==> config.mk <==
export PLATFORM = sky130hd
export DESIGN_NAME = dss_ctrl
export DESIGN_NICKNAME = d
export VERILOG_FILES = /design/src/dss_pkg.sv /design/src/dss_ctrl.sv
export SDC_FILE = /design/constraint.sdc
export NUM_CORES = 1
export LEC_CHECK = 0
export BUFFER_PORTS_ARGS = -buffer_cell sky130_fd_sc_hd__buf_4
export CAP_MARGIN = 15
export CORE_AREA = 2 2 39 41
export CTS_CLUSTER_SIZE = 20
export DETAILED_ROUTE_END_ITERATION = 8
export DIE_AREA = 0 0 41 43
export SYNTH_ARGS = -nofsm -noshare
export SYNTH_HDL_FRONTEND = slang
export SYNTH_SLANG_ARGS = --single-unit
==> constraint.sdc <==
create_clock -name clk -period 3.56 [get_ports clk]
set_clock_uncertainty 0.2 [all_clocks]
set_input_delay 0.178 -clock clk [delete_from_list [all_inputs] [get_ports clk]]
set_output_delay 0.178 -clock clk [all_outputs]
set_load 0.03 [all_outputs]
==> src/dss_pkg.sv <==
// shared types, constants and helper functions of the spaced-seed histogram
`default_nettype none
package dss_pkg;

	localparam int KEY_BITS   = 12;
	localparam int COUNT_BITS = 16;
	localparam int HIST_DEPTH = 1 << KEY_BITS;
	localparam int OUT_W      = ((COUNT_BITS + 7) / 8) * 8;
	localparam int SHIFT_W    = 24;
	localparam int POS_W      = 5;
	localparam int NUM_SEEDS  = 5;
	localparam int SEED_IDX_W = $clog2(NUM_SEEDS);
	localparam int IN_W       = 24;
	localparam int FUNC_W     = 2;

	// seed selection masks over the base shift register, newest base lowest
	localparam logic [SHIFT_W-1:0] SEED_MASK [NUM_SEEDS] = '{
		24'h03B2D7, 24'h3C44D7, 24'h000FFF, 24'h1A18AF, 24'h007747
	};

	// a seed fires once the character index is above its threshold
	localparam logic [POS_W-1:0] SEED_THR [NUM_SEEDS] = '{
		5'd18, 5'd22, 5'd12, 5'd21, 5'd15
	};

	typedef enum logic [FUNC_W-1:0] {
		FN_PUSH  = 2'd0,
		FN_READ  = 2'd1,
		FN_CLEAR = 2'd2
	} func_t;

	typedef enum logic [2:0] {
		ST_CLEAR,
		ST_IDLE,
		ST_SEED,
		ST_INCR,
		ST_RDOUT
	} state_t;

	// controller to datapath commands
	typedef struct packed {
		logic accept_push;
		logic accept_read;
		logic accept_clear;
		logic seed_rd;
		logic incr_wr;
		logic clr_wr;
		logic load_out;
	} cmd_t;

	// datapath to controller status
	typedef struct packed {
		logic pend_any;
		logic clr_last;
		logic out_free;
	} stat_t;

	// character to {unknown, code}
	function automatic logic [2:0] base_code(input logic [7:0] ch);
		logic [2:0] r;
		case (ch) inside
			8'h61, 8'h41: r = 3'b000;
			8'h74, 8'h54: r = 3'b001;
			8'h63, 8'h43: r = 3'b010;
			8'h67, 8'h47: r = 3'b011;
			default:      r = 3'b100;
		endcase
		return r;
	endfunction

	// compact the selected base bits of one seed into a key
	function automatic logic [KEY_BITS-1:0] seed_key(input logic [SEED_IDX_W-1:0] s,
			input logic [SHIFT_W-1:0] b);
		logic [KEY_BITS-1:0] k;
		case (s)
			3'd0:    k = {b[17:15], b[13:12], b[9], b[7:6], b[4], b[2:0]};
			3'd1:    k = {b[21:18], b[14], b[10], b[7:6], b[4], b[2:0]};
			3'd3:    k = {1'b0, b[20:19], b[17], b[12:11], b[7], b[5], b[3:0]};
			3'd4:    k = {2'b00, b[14:12], b[10:8], b[6], b[2:0]};
			default: k = b[11:0];
		endcase
		return k;
	endfunction

endpackage
`default_nettype wire

==> src/dss_ctrl.sv <==
// controller state machine of the spaced-seed histogram
`default_nettype none
module dss_ctrl import dss_pkg::*; (
	input  wire logic              clk,
	input  wire logic              arst_n,
	input  wire logic              in_valid,
	input  wire logic [FUNC_W-1:0] in_func,
	output      logic              in_ready,
	input  wire stat_t             stat,
	output      cmd_t              cmd
);

	state_t state_q, state_d;
	logic   acc;

	// state register
	always_ff @(posedge clk or negedge arst_n) begin
		if (!arst_n) begin
			state_q <= ST_CLEAR;
		end else begin
			state_q <= state_d;
		end
	end

	assign in_ready = (state_q == ST_IDLE);
	assign acc      = in_valid && in_ready;

	// next state and commands
	always_comb begin
		state_d = state_q;
		cmd     = '0;
		case (state_q)
			ST_CLEAR: begin
				cmd.clr_wr = 1'b1;
				if (stat.clr_last) begin
					state_d = ST_IDLE;
				end
			end
			ST_IDLE: begin
				if (acc) begin
					case (in_func)
						FN_PUSH: begin
							cmd.accept_push = 1'b1;
							state_d = ST_SEED;
						end
						FN_READ: begin
							cmd.accept_read = 1'b1;
							state_d = ST_RDOUT;
						end
						FN_CLEAR: begin
							cmd.accept_clear = 1'b1;
							state_d = ST_CLEAR;
						end
						default: begin
							state_d = ST_IDLE;
						end
					endcase
				end
			end
			ST_SEED: begin
				if (stat.pend_any) begin
					cmd.seed_rd = 1'b1;
					state_d = ST_INCR;
				end else begin
					state_d = ST_IDLE;
				end
			end
			ST_INCR: begin
				cmd.incr_wr = 1'b1;
				state_d = stat.pend_any ? ST_SEED : ST_IDLE;
			end
			ST_RDOUT: begin
				if (stat.out_free) begin
					cmd.load_out = 1'b1;
					state_d = ST_IDLE;
				end
			end
			default: begin
				state_d = ST_IDLE;
			end
		endcase
	end

endmodule
`default_nettype wire

==> results of run 1 <==
## final timing paths
check	start	end	slack [ns]	cells past startpoint
max in group asynchronous	arst_n	state_q[1]$_DFFE_PN0P_	2.99	2
setup / recovery	state_q[2]$_DFFE_PN0P_	cmd[5]	1.80	3
setup reg to reg	state_q[0]$_DFFE_PN0P_	state_q[0]$_DFFE_PN0P_	2.12	3
hold / removal	stat[0]	state_q[0]$_DFFE_PN0P_	0.03	3
min in group asynchronous	arst_n	state_q[2]$_DFFE_PN0P_	0.07	2
hold reg to reg	state_q[1]$_DFFE_PN0P_	state_q[2]$_DFFE_PN0P_	0.38	1
## cells in the mapped netlist
| cell type | count | area share, % |
|---|---|---|
| a21oi_1 | 2 | 3.9 |
| o21bai_1 | 1 | 2.9 |
| a311oi_1 | 1 | 3.4 |
| buf_6 | 1 | 4.3 |
| nor3_2 | 1 | 3.9 |
| or3_1 | 1 | 2.4 |
| dfrtp_1 | 3 | 29 |
| nor3_1 | 2 | 3.9 |
| a22oi_1 | 1 | 2.9 |
| and3_1 | 1 | 2.4 |
| buf_4 | 1 | 2.9 |
| nor4bb_1 | 1 | 3.9 |
| nand4bb_4 | 1 | 11 |
| nand3_1 | 1 | 1.9 |
| buf_2 | 1 | 1.9 |
| nor2_1 | 3 | 4.3 |
| nor3b_1 | 3 | 8.7 |
| and3b_2 | 1 | 3.9 |
| nand2_1 | 1 | 1.4 |
| inv_1 | 1 | 1.4 |
## power by group
| part | total [uW] | internal [uW] | switching [uW] |
|---|---|---|---|
| combinational | 116 | 54.4 | 61.9 |
| clock | 59.7 | 42.0 | 17.6 |
| sequential | 64.3 | 42.5 | 21.8 |
## worst min-delay path, cell delays in order
cell,delay [ns]
buf_4,0.11
inv_1,0.04
a311oi_1,0.08
## stage by stage
step                      util, %  setup WS (ns)
final                        29.2           1.80
after global routing         29.2           1.68
after CTS                    29.2           1.78
after detailed placement     26.6           2.03
after global placement       26.6           2.06
after floorplan                 -           1.69
## placed cells by master, fill, tap and decap left out, types with 2 or more instances in the layout
cell and instances:
nor3b_1 3, buf_4 15, nor3_1 2, dfrtp_1 3, nor2_1 3, clkbuf_4 3, a21oi_1 2
## logic make-up (layout without fill, tap and decap cells)
logic type	after synthesis	after routing
DFF	3	3
buffers and inverters	4	21
AOI/OAI and AO/OA	5	5
and+or+nand+nor	16	16
## layer usage
layer / vias up / track usage (%) / part of all wire (%)
li1: 136 / - / -
met1: 123 / 9.18 / 42
met2: 10 / 12.8 / 50
met3: 2 / 3.14 / 6.1
met4: 0 / 6.00 / 2.0
met5: - / 0 / 0
## final cells by class
cell class                 count  share of cell area [%]
multi-input combinational     21                    38.7
timing repair buffer          16                    30.3
sequential                     3                    18.6
clock buffer                   4                    6.50
tap                           16                    4.95
inverter                       1                   0.929
==> impl_metrics.env, run 1 <==
export IMPL_io_buffers=15
export IMPL_min_path_type="primary input to flop"
export IMPL_cts_resized_gates=0
export IMPL_multi_input_area_sq_um=156
export IMPL_synth_seq_area_share_pct=29.0
export IMPL_grt_overflow=0
export IMPL_p_leak_uw=0.000185
export IMPL_drc_errors=0
export IMPL_gp_congestion=0.704
export IMPL_regMostFlops="state_q"
export IMPL_fin_crit_sh_pct=49.5
export IMPL_antenna_cells=0
export IMPL_critical_path_top_delay_family="simple AND/OR/NAND/NOR gates"
export IMPL_cts_sinks=3
export IMPL_synth_simple_area_share_pct=47.3
export IMPL_cts_tree="done"
export IMPL_cp_required_ns=3.18
export IMPL_fp_dieH_um=43
export IMPL_cts_setup_buffers=0
export IMPL_initial_core_util_pct=18.7
export IMPL_final_hold_violation_count=0
export IMPL_synthAdderAreaFrac_pct=0
export IMPL_power_density_nw_per_um2=595
export IMPL_setup_violations=0
export IMPL_tightest_slew_ns=0.307
export IMPL_fmax_mhz=567
export IMPL_h_tree_depth=1
export IMPL_core_area_sq_um=1380
export IMPL_ys_warn_count=0
export IMPL_cpMaxStageDelayCell="dfrtp_1"
export IMPL_drt_iter0_markers=0
export IMPL_synth_xor_area_share_pct=0
export IMPL_fin_area_sq_um=404
export IMPL_numCtsBuffers=3
export IMPL_period_needed_ns=1.76
export IMPL_grt_max_degree=12
export IMPL_critPathLaunchType="flop"
export IMPL_instances_no_fill=61
export IMPL_slew_headroom_pct=79.5
export IMPL_antenna_found_initial=0
export IMPL_cts_hold_buf=1
export IMPL_wirelength_um=595
export IMPL_grt_pass1_wl_mm=1.00
export IMPL_fp_dieArea_sq_um=1760
export IMPL_drtAntennaViolNets=0
export IMPL_routed_via_density=4.44
export IMPL_critPathMaxFanout=11
export IMPL_ioPinCount=16
export IMPL_layout_nets=54
export IMPL_cts_root_buf="clkbuf_4"
export IMPL_path_class="flop to output port"
export IMPL_clockBufferDepth=2
export IMPL_syn_area_sq_um=259
export IMPL_drv_cap=0
export IMPL_rsz0062_at_grt="no"
export IMPL_vdd_drop_max_mv=0.200
export IMPL_outcome="finished clean"
export IMPL_die_w_um=41
export IMPL_largest_reg_flops=3
export IMPL_synth_top_family_by_area="simple AND/OR/NAND/NOR gates"
export IMPL_ys_seq_elements=3
export IMPL_regArea_sq_um=75.1
export IMPL_synthCells=28
export IMPL_max_stage_delay_ns=0.47
export IMPL_postPlaceCellArea_sq_um=368
export IMPL_synthMuxAreaShare_pct=0
export IMPL_post_drt_wl_per_cell_um=9.75
export IMPL_timing_hold_ws_ns=0.0316
export IMPL_vias=271
export IMPL_areaGrowthSynthToFinish_pct=56.0
export IMPL_yosys_cell_types_count=20
export IMPL_critical_path_arrival_ns=1.38
export IMPL_final_layout_size_suffix_gt1_share_pct=46.7
export IMPL_dp_cells=56
export IMPL_fin_tns_setup_ns=0
export IMPL_grt_pass1_vias=281
export IMPL_grt_usage_pct=8.48
export IMPL_reg_largest_list="state_q (3)"
export IMPL_synth_nets=36
export IMPL_clock_latency_ns=0.23
export IMPL_crit_chain="nand4bb_4 -> nor3b_1 -> buf_4"
export IMPL_fillers=151
export IMPL_synth_compound_area_share_pct=13.0
export IMPL_drt_first_pass_iters=1
export IMPL_rows=14
export IMPL_clk_pin_slew_ns=0.04
export IMPL_final_max_slew_viol_count=0
export IMPL_path_buf_inv=1
export IMPL_p_total_uw=240
export IMPL_syn_area_per_cell_sq_um=9.25
export IMPL_endpoint_kind="output port"
export IMPL_hpwlAfterDp_um=465
Note: power is estimated with default switching activity, not from simulation.
==> run 2: changes to the inputs <==
--- a/config.mk
+++ b/config.mk
@@ -5,6 +5,7 @@
 export SDC_FILE = /design/constraint.sdc
 export NUM_CORES = 1
 export LEC_CHECK = 0
+export ABC_AREA = 1
 export BUFFER_PORTS_ARGS = -buffer_cell sky130_fd_sc_hd__buf_4
 export CAP_MARGIN = 15
 export CORE_AREA = 2 2 39 41
==> constraint.sdc (replaced) <==
create_clock -name clk -period 1.8 [get_ports clk]
set_clock_uncertainty 0.2 [all_clocks]
set_input_delay 0.09 -clock clk [delete_from_list [all_inputs] [get_ports clk]]
set_output_delay 0.09 -clock clk [all_outputs]
set_load 0.03 [all_outputs]
==> run 2 against run 1 <==
Net effect: non-clock buffer count grew 5; largest power group unchanged; count of clock-buffer cells in the layout did not move; the flow now finishes with violations (hold timing); power is 150% higher; worst setup slack lost 1.7 ns; worst hold slack worse by 0.053 ns; wire length increased by 9.9%; first-iteration DRC count rose by 14; via count up 17%.
==> impl_metrics.env, run 2 <==
export IMPL_outcome="finished with violations"
export IMPL_violations="hold timing"
export IMPL_grt_overflow=0
export IMPL_drt_iter0_markers=14
export IMPL_cp_required_ns=1.51
export IMPL_ys_warn_count=0
export IMPL_regMostFlops="state_q"
export IMPL_final_hold_violation_count=1
export IMPL_slew_headroom_pct=81.3
export IMPL_synth_nets=46
export IMPL_layout_nets=72
export IMPL_die_w_um=41
export IMPL_sw_frac_of_total_pct=46.8
export IMPL_critPathLaunchType="flop"
export IMPL_grt_pass1_vias=241
export IMPL_r2r_slack_ns=0.46
export IMPL_h_tree_depth=1
export IMPL_areaGrowthSynthToFinish_pct=90.2
export IMPL_vdd_drop_max_mv=0.358
export IMPL_clock_latency_ns=0.23
export IMPL_synth_main_ff_cell="dfrtp_1"
export IMPL_rsz0062_at_grt="no"
export IMPL_synth_area_leaders="dfrtp_1 31%, nand2_1 9.3%, nor2_1 9.3%"
export IMPL_tightest_slew_ns=0.278
export IMPL_io_buffers=15
export IMPL_setup_violations=0
export IMPL_clock_power_share_pct=19.3
export IMPL_power_density_nw_per_um2=1290
export IMPL_endpoint_kind="output port"
export IMPL_clk_pin_slew_ns=0.04
export IMPL_wirelength_um=654
export IMPL_largest_reg_flops=3
export IMPL_ys_seq_elements=3
export IMPL_syn_area_sq_um=243
export IMPL_numCtsBuffers=3
export IMPL_cts_sinks=3
export IMPL_fillers=152
export IMPL_grt_max_degree=7
export IMPL_syn_area_per_cell_sq_um=6.39
export IMPL_critical_path_arrival_ns=1.36
export IMPL_fp_dieArea_sq_um=1760
export IMPL_ys_top_cells_by_count="6 x nand2_1, 6 x nor2_1, 5 x inv_1"
export IMPL_seq_power_share_pct=20.6
export IMPL_p_int_uw=317
export IMPL_grt_pass1_wl_um=938
export IMPL_synth_seq_area_share_pct=30.9
export IMPL_reg_largest_list="state_q (3)"
export IMPL_pre_cts_ws_ns=0.402
export IMPL_gp_congestion=0.679
export IMPL_post_route_util_pct=33.4
export IMPL_fp_dieH_um=43
export IMPL_timing_hold_ws_ns=-0.0210
export IMPL_postPlaceCellArea_sq_um=375
export IMPL_synth_edff_count=0
export IMPL_fin_crit_sh_pct=91.9
export IMPL_ioPinCount=16
export IMPL_core_area_sq_um=1380
export IMPL_synth_top_area_share_pct=30.9
export IMPL_yosys_cell_types_count=13
export IMPL_fin_tns_setup_ns=0
export IMPL_critPathMaxFanout=4
export IMPL_final_max_slew_viol_count=0
export IMPL_switchingPower_uw=279
export IMPL_drt_first_pass_iters=3
export IMPL_synthArstFlopShare_pct=100
export IMPL_layout_commonest_cell="buf_4"
export IMPL_mostFrequentLayoutCells="17 x buf_4, 6 x nand2_1, 6 x nor2_1, 5 x inv_1"
export IMPL_path_class="flop to output port"
export IMPL_post_drt_wl_per_cell_um=8.28
export IMPL_p_leak_uw=0.000246
export IMPL_drtAntennaViolNets=0
export IMPL_p_comb_share_pct=60.1
export IMPL_antenna_found_initial=0
export IMPL_drv_cap=0
export IMPL_vias=317
export IMPL_drc_errors=0
export IMPL_min_path_type="primary input to flop"
export IMPL_synth_area_leader_cell="dfrtp_1"
export IMPL_grt_usage_pct=7.45
export IMPL_fin_area_sq_um=462
export IMPL_routed_via_density=4.01
export IMPL_rows=14
export IMPL_final_layout_size_suffix_gt1_share_pct=41.3
export IMPL_initial_core_util_pct=17.5
export IMPL_cts_root_buf="clkbuf_4"
export IMPL_antenna_cells=0
export IMPL_cts_tree="done"
export IMPL_fmax_mhz=605
export IMPL_hpwlAfterDp_um=500
export IMPL_synthCells=38
export IMPL_setup_slack_ns=0.146
export IMPL_clockBufferDepth=2
export IMPL_period_needed_ns=1.65
## run 2: changes by cell type in the layout (fill, tap and decap cells not counted), moves of 3 or more
| cell | delta |
|---|---|
| nand2_1 | +5 |
| dlygate4sd3_1 | +3 |
| nand4_1 | +3 |
| nor3b_1 | -3 |
| inv_1 | +4 |
| nor2_1 | +3 |
## run 2: kinds of logic (layout without fill, tap and decap cells)
kind of cell	count (synthesis)	in the layout	synth area share, %
buffers and inverters	7	32	10.8
AO/OA/AOI/OAI	3	3	7.73
flip-flops	3	3	30.9
AND/OR/NAND/NOR	25	25	50.5
## run 2: power by group through the flow
stage               Combinational (uW)  Sequential [uW]  Clock, uW
floorplan                          223              117          0
global placement                   321              123          0
detailed placement                 323              124          0
CTS                                333              123        117
global route                       386              127        122
finish                             359              123        115
## run 2: repair_timing
action	CTS	global route
resized for setup	0	1
buffers inserted	0	2
endpoints found under the setup margin	0	1
hold buffers	4	1
hold endpoints to repair	5	1
## run 2: worst max-delay path: stages, from the launching register on
cell and delay (ns):
dfrtp_1 0.40, inv_2 0.09, nand2_2 0.07, nor2_4 0.16, nand2_1 0.08, nor3_1 0.14
buf_4 0.19
## run 2: path summary, 6_finish.rpt
| kind | from | to | depth (start not counted) |
|---|---|---|---|
| max | state_q[2]$_DFFE_PN0P_ | cmd[6] | 6 |
| min | in_func[1] | state_q[2]$_DFFE_PN0P_ | 4 |
| max reg2reg | state_q[2]$_DFFE_PN0P_ | state_q[1]$_DFFE_PN0P_ | 7 |
| min reg2reg | state_q[2]$_DFFE_PN0P_ | state_q[2]$_DFFE_PN0P_ | 2 |
| max in group asynchronous | arst_n | state_q[0]$_DFFE_PN0P_ | 3 |
| min in group asynchronous | arst_n | state_q[1]$_DFFE_PN0P_ | 3 |
## run 2: metrics by stage
step | power, uW | std cells
final | 597 | 79
after floorplan | 340 | 38
after CTS | 573 | 77
after detailed placement | 447 | 69
after global routing | 634 | 79
after global placement | 444 | 69
## run 2: final cells by class
class                           instances  area (sq um)  area share, %
Sequential cell                         3          75.1           16.3
Inverter                                7          26.3           5.69
Multi-Input combinational cell         28           146           31.7
Timing Repair Buffer                   21           168           36.3
Tap cell                               16          20.0           4.34
Clock buffer                            4          26.3           5.69
## run 2: per-layer routing
| metal | wire (um) | share of wire (%) | track usage, % | vias to the layer above |
|---|---|---|---|---|
| li1 | - | - | - | 176 |
| met1 | 295 | 45 | 9.74 | 132 |
| met2 | 301 | 46 | 11.9 | 9 |
| met3 | 56 | 8.6 | 0 | 0 |
| met4 | 0 | 0 | 4.00 | 0 |
| met5 | 0 | 0 | 0 | - |
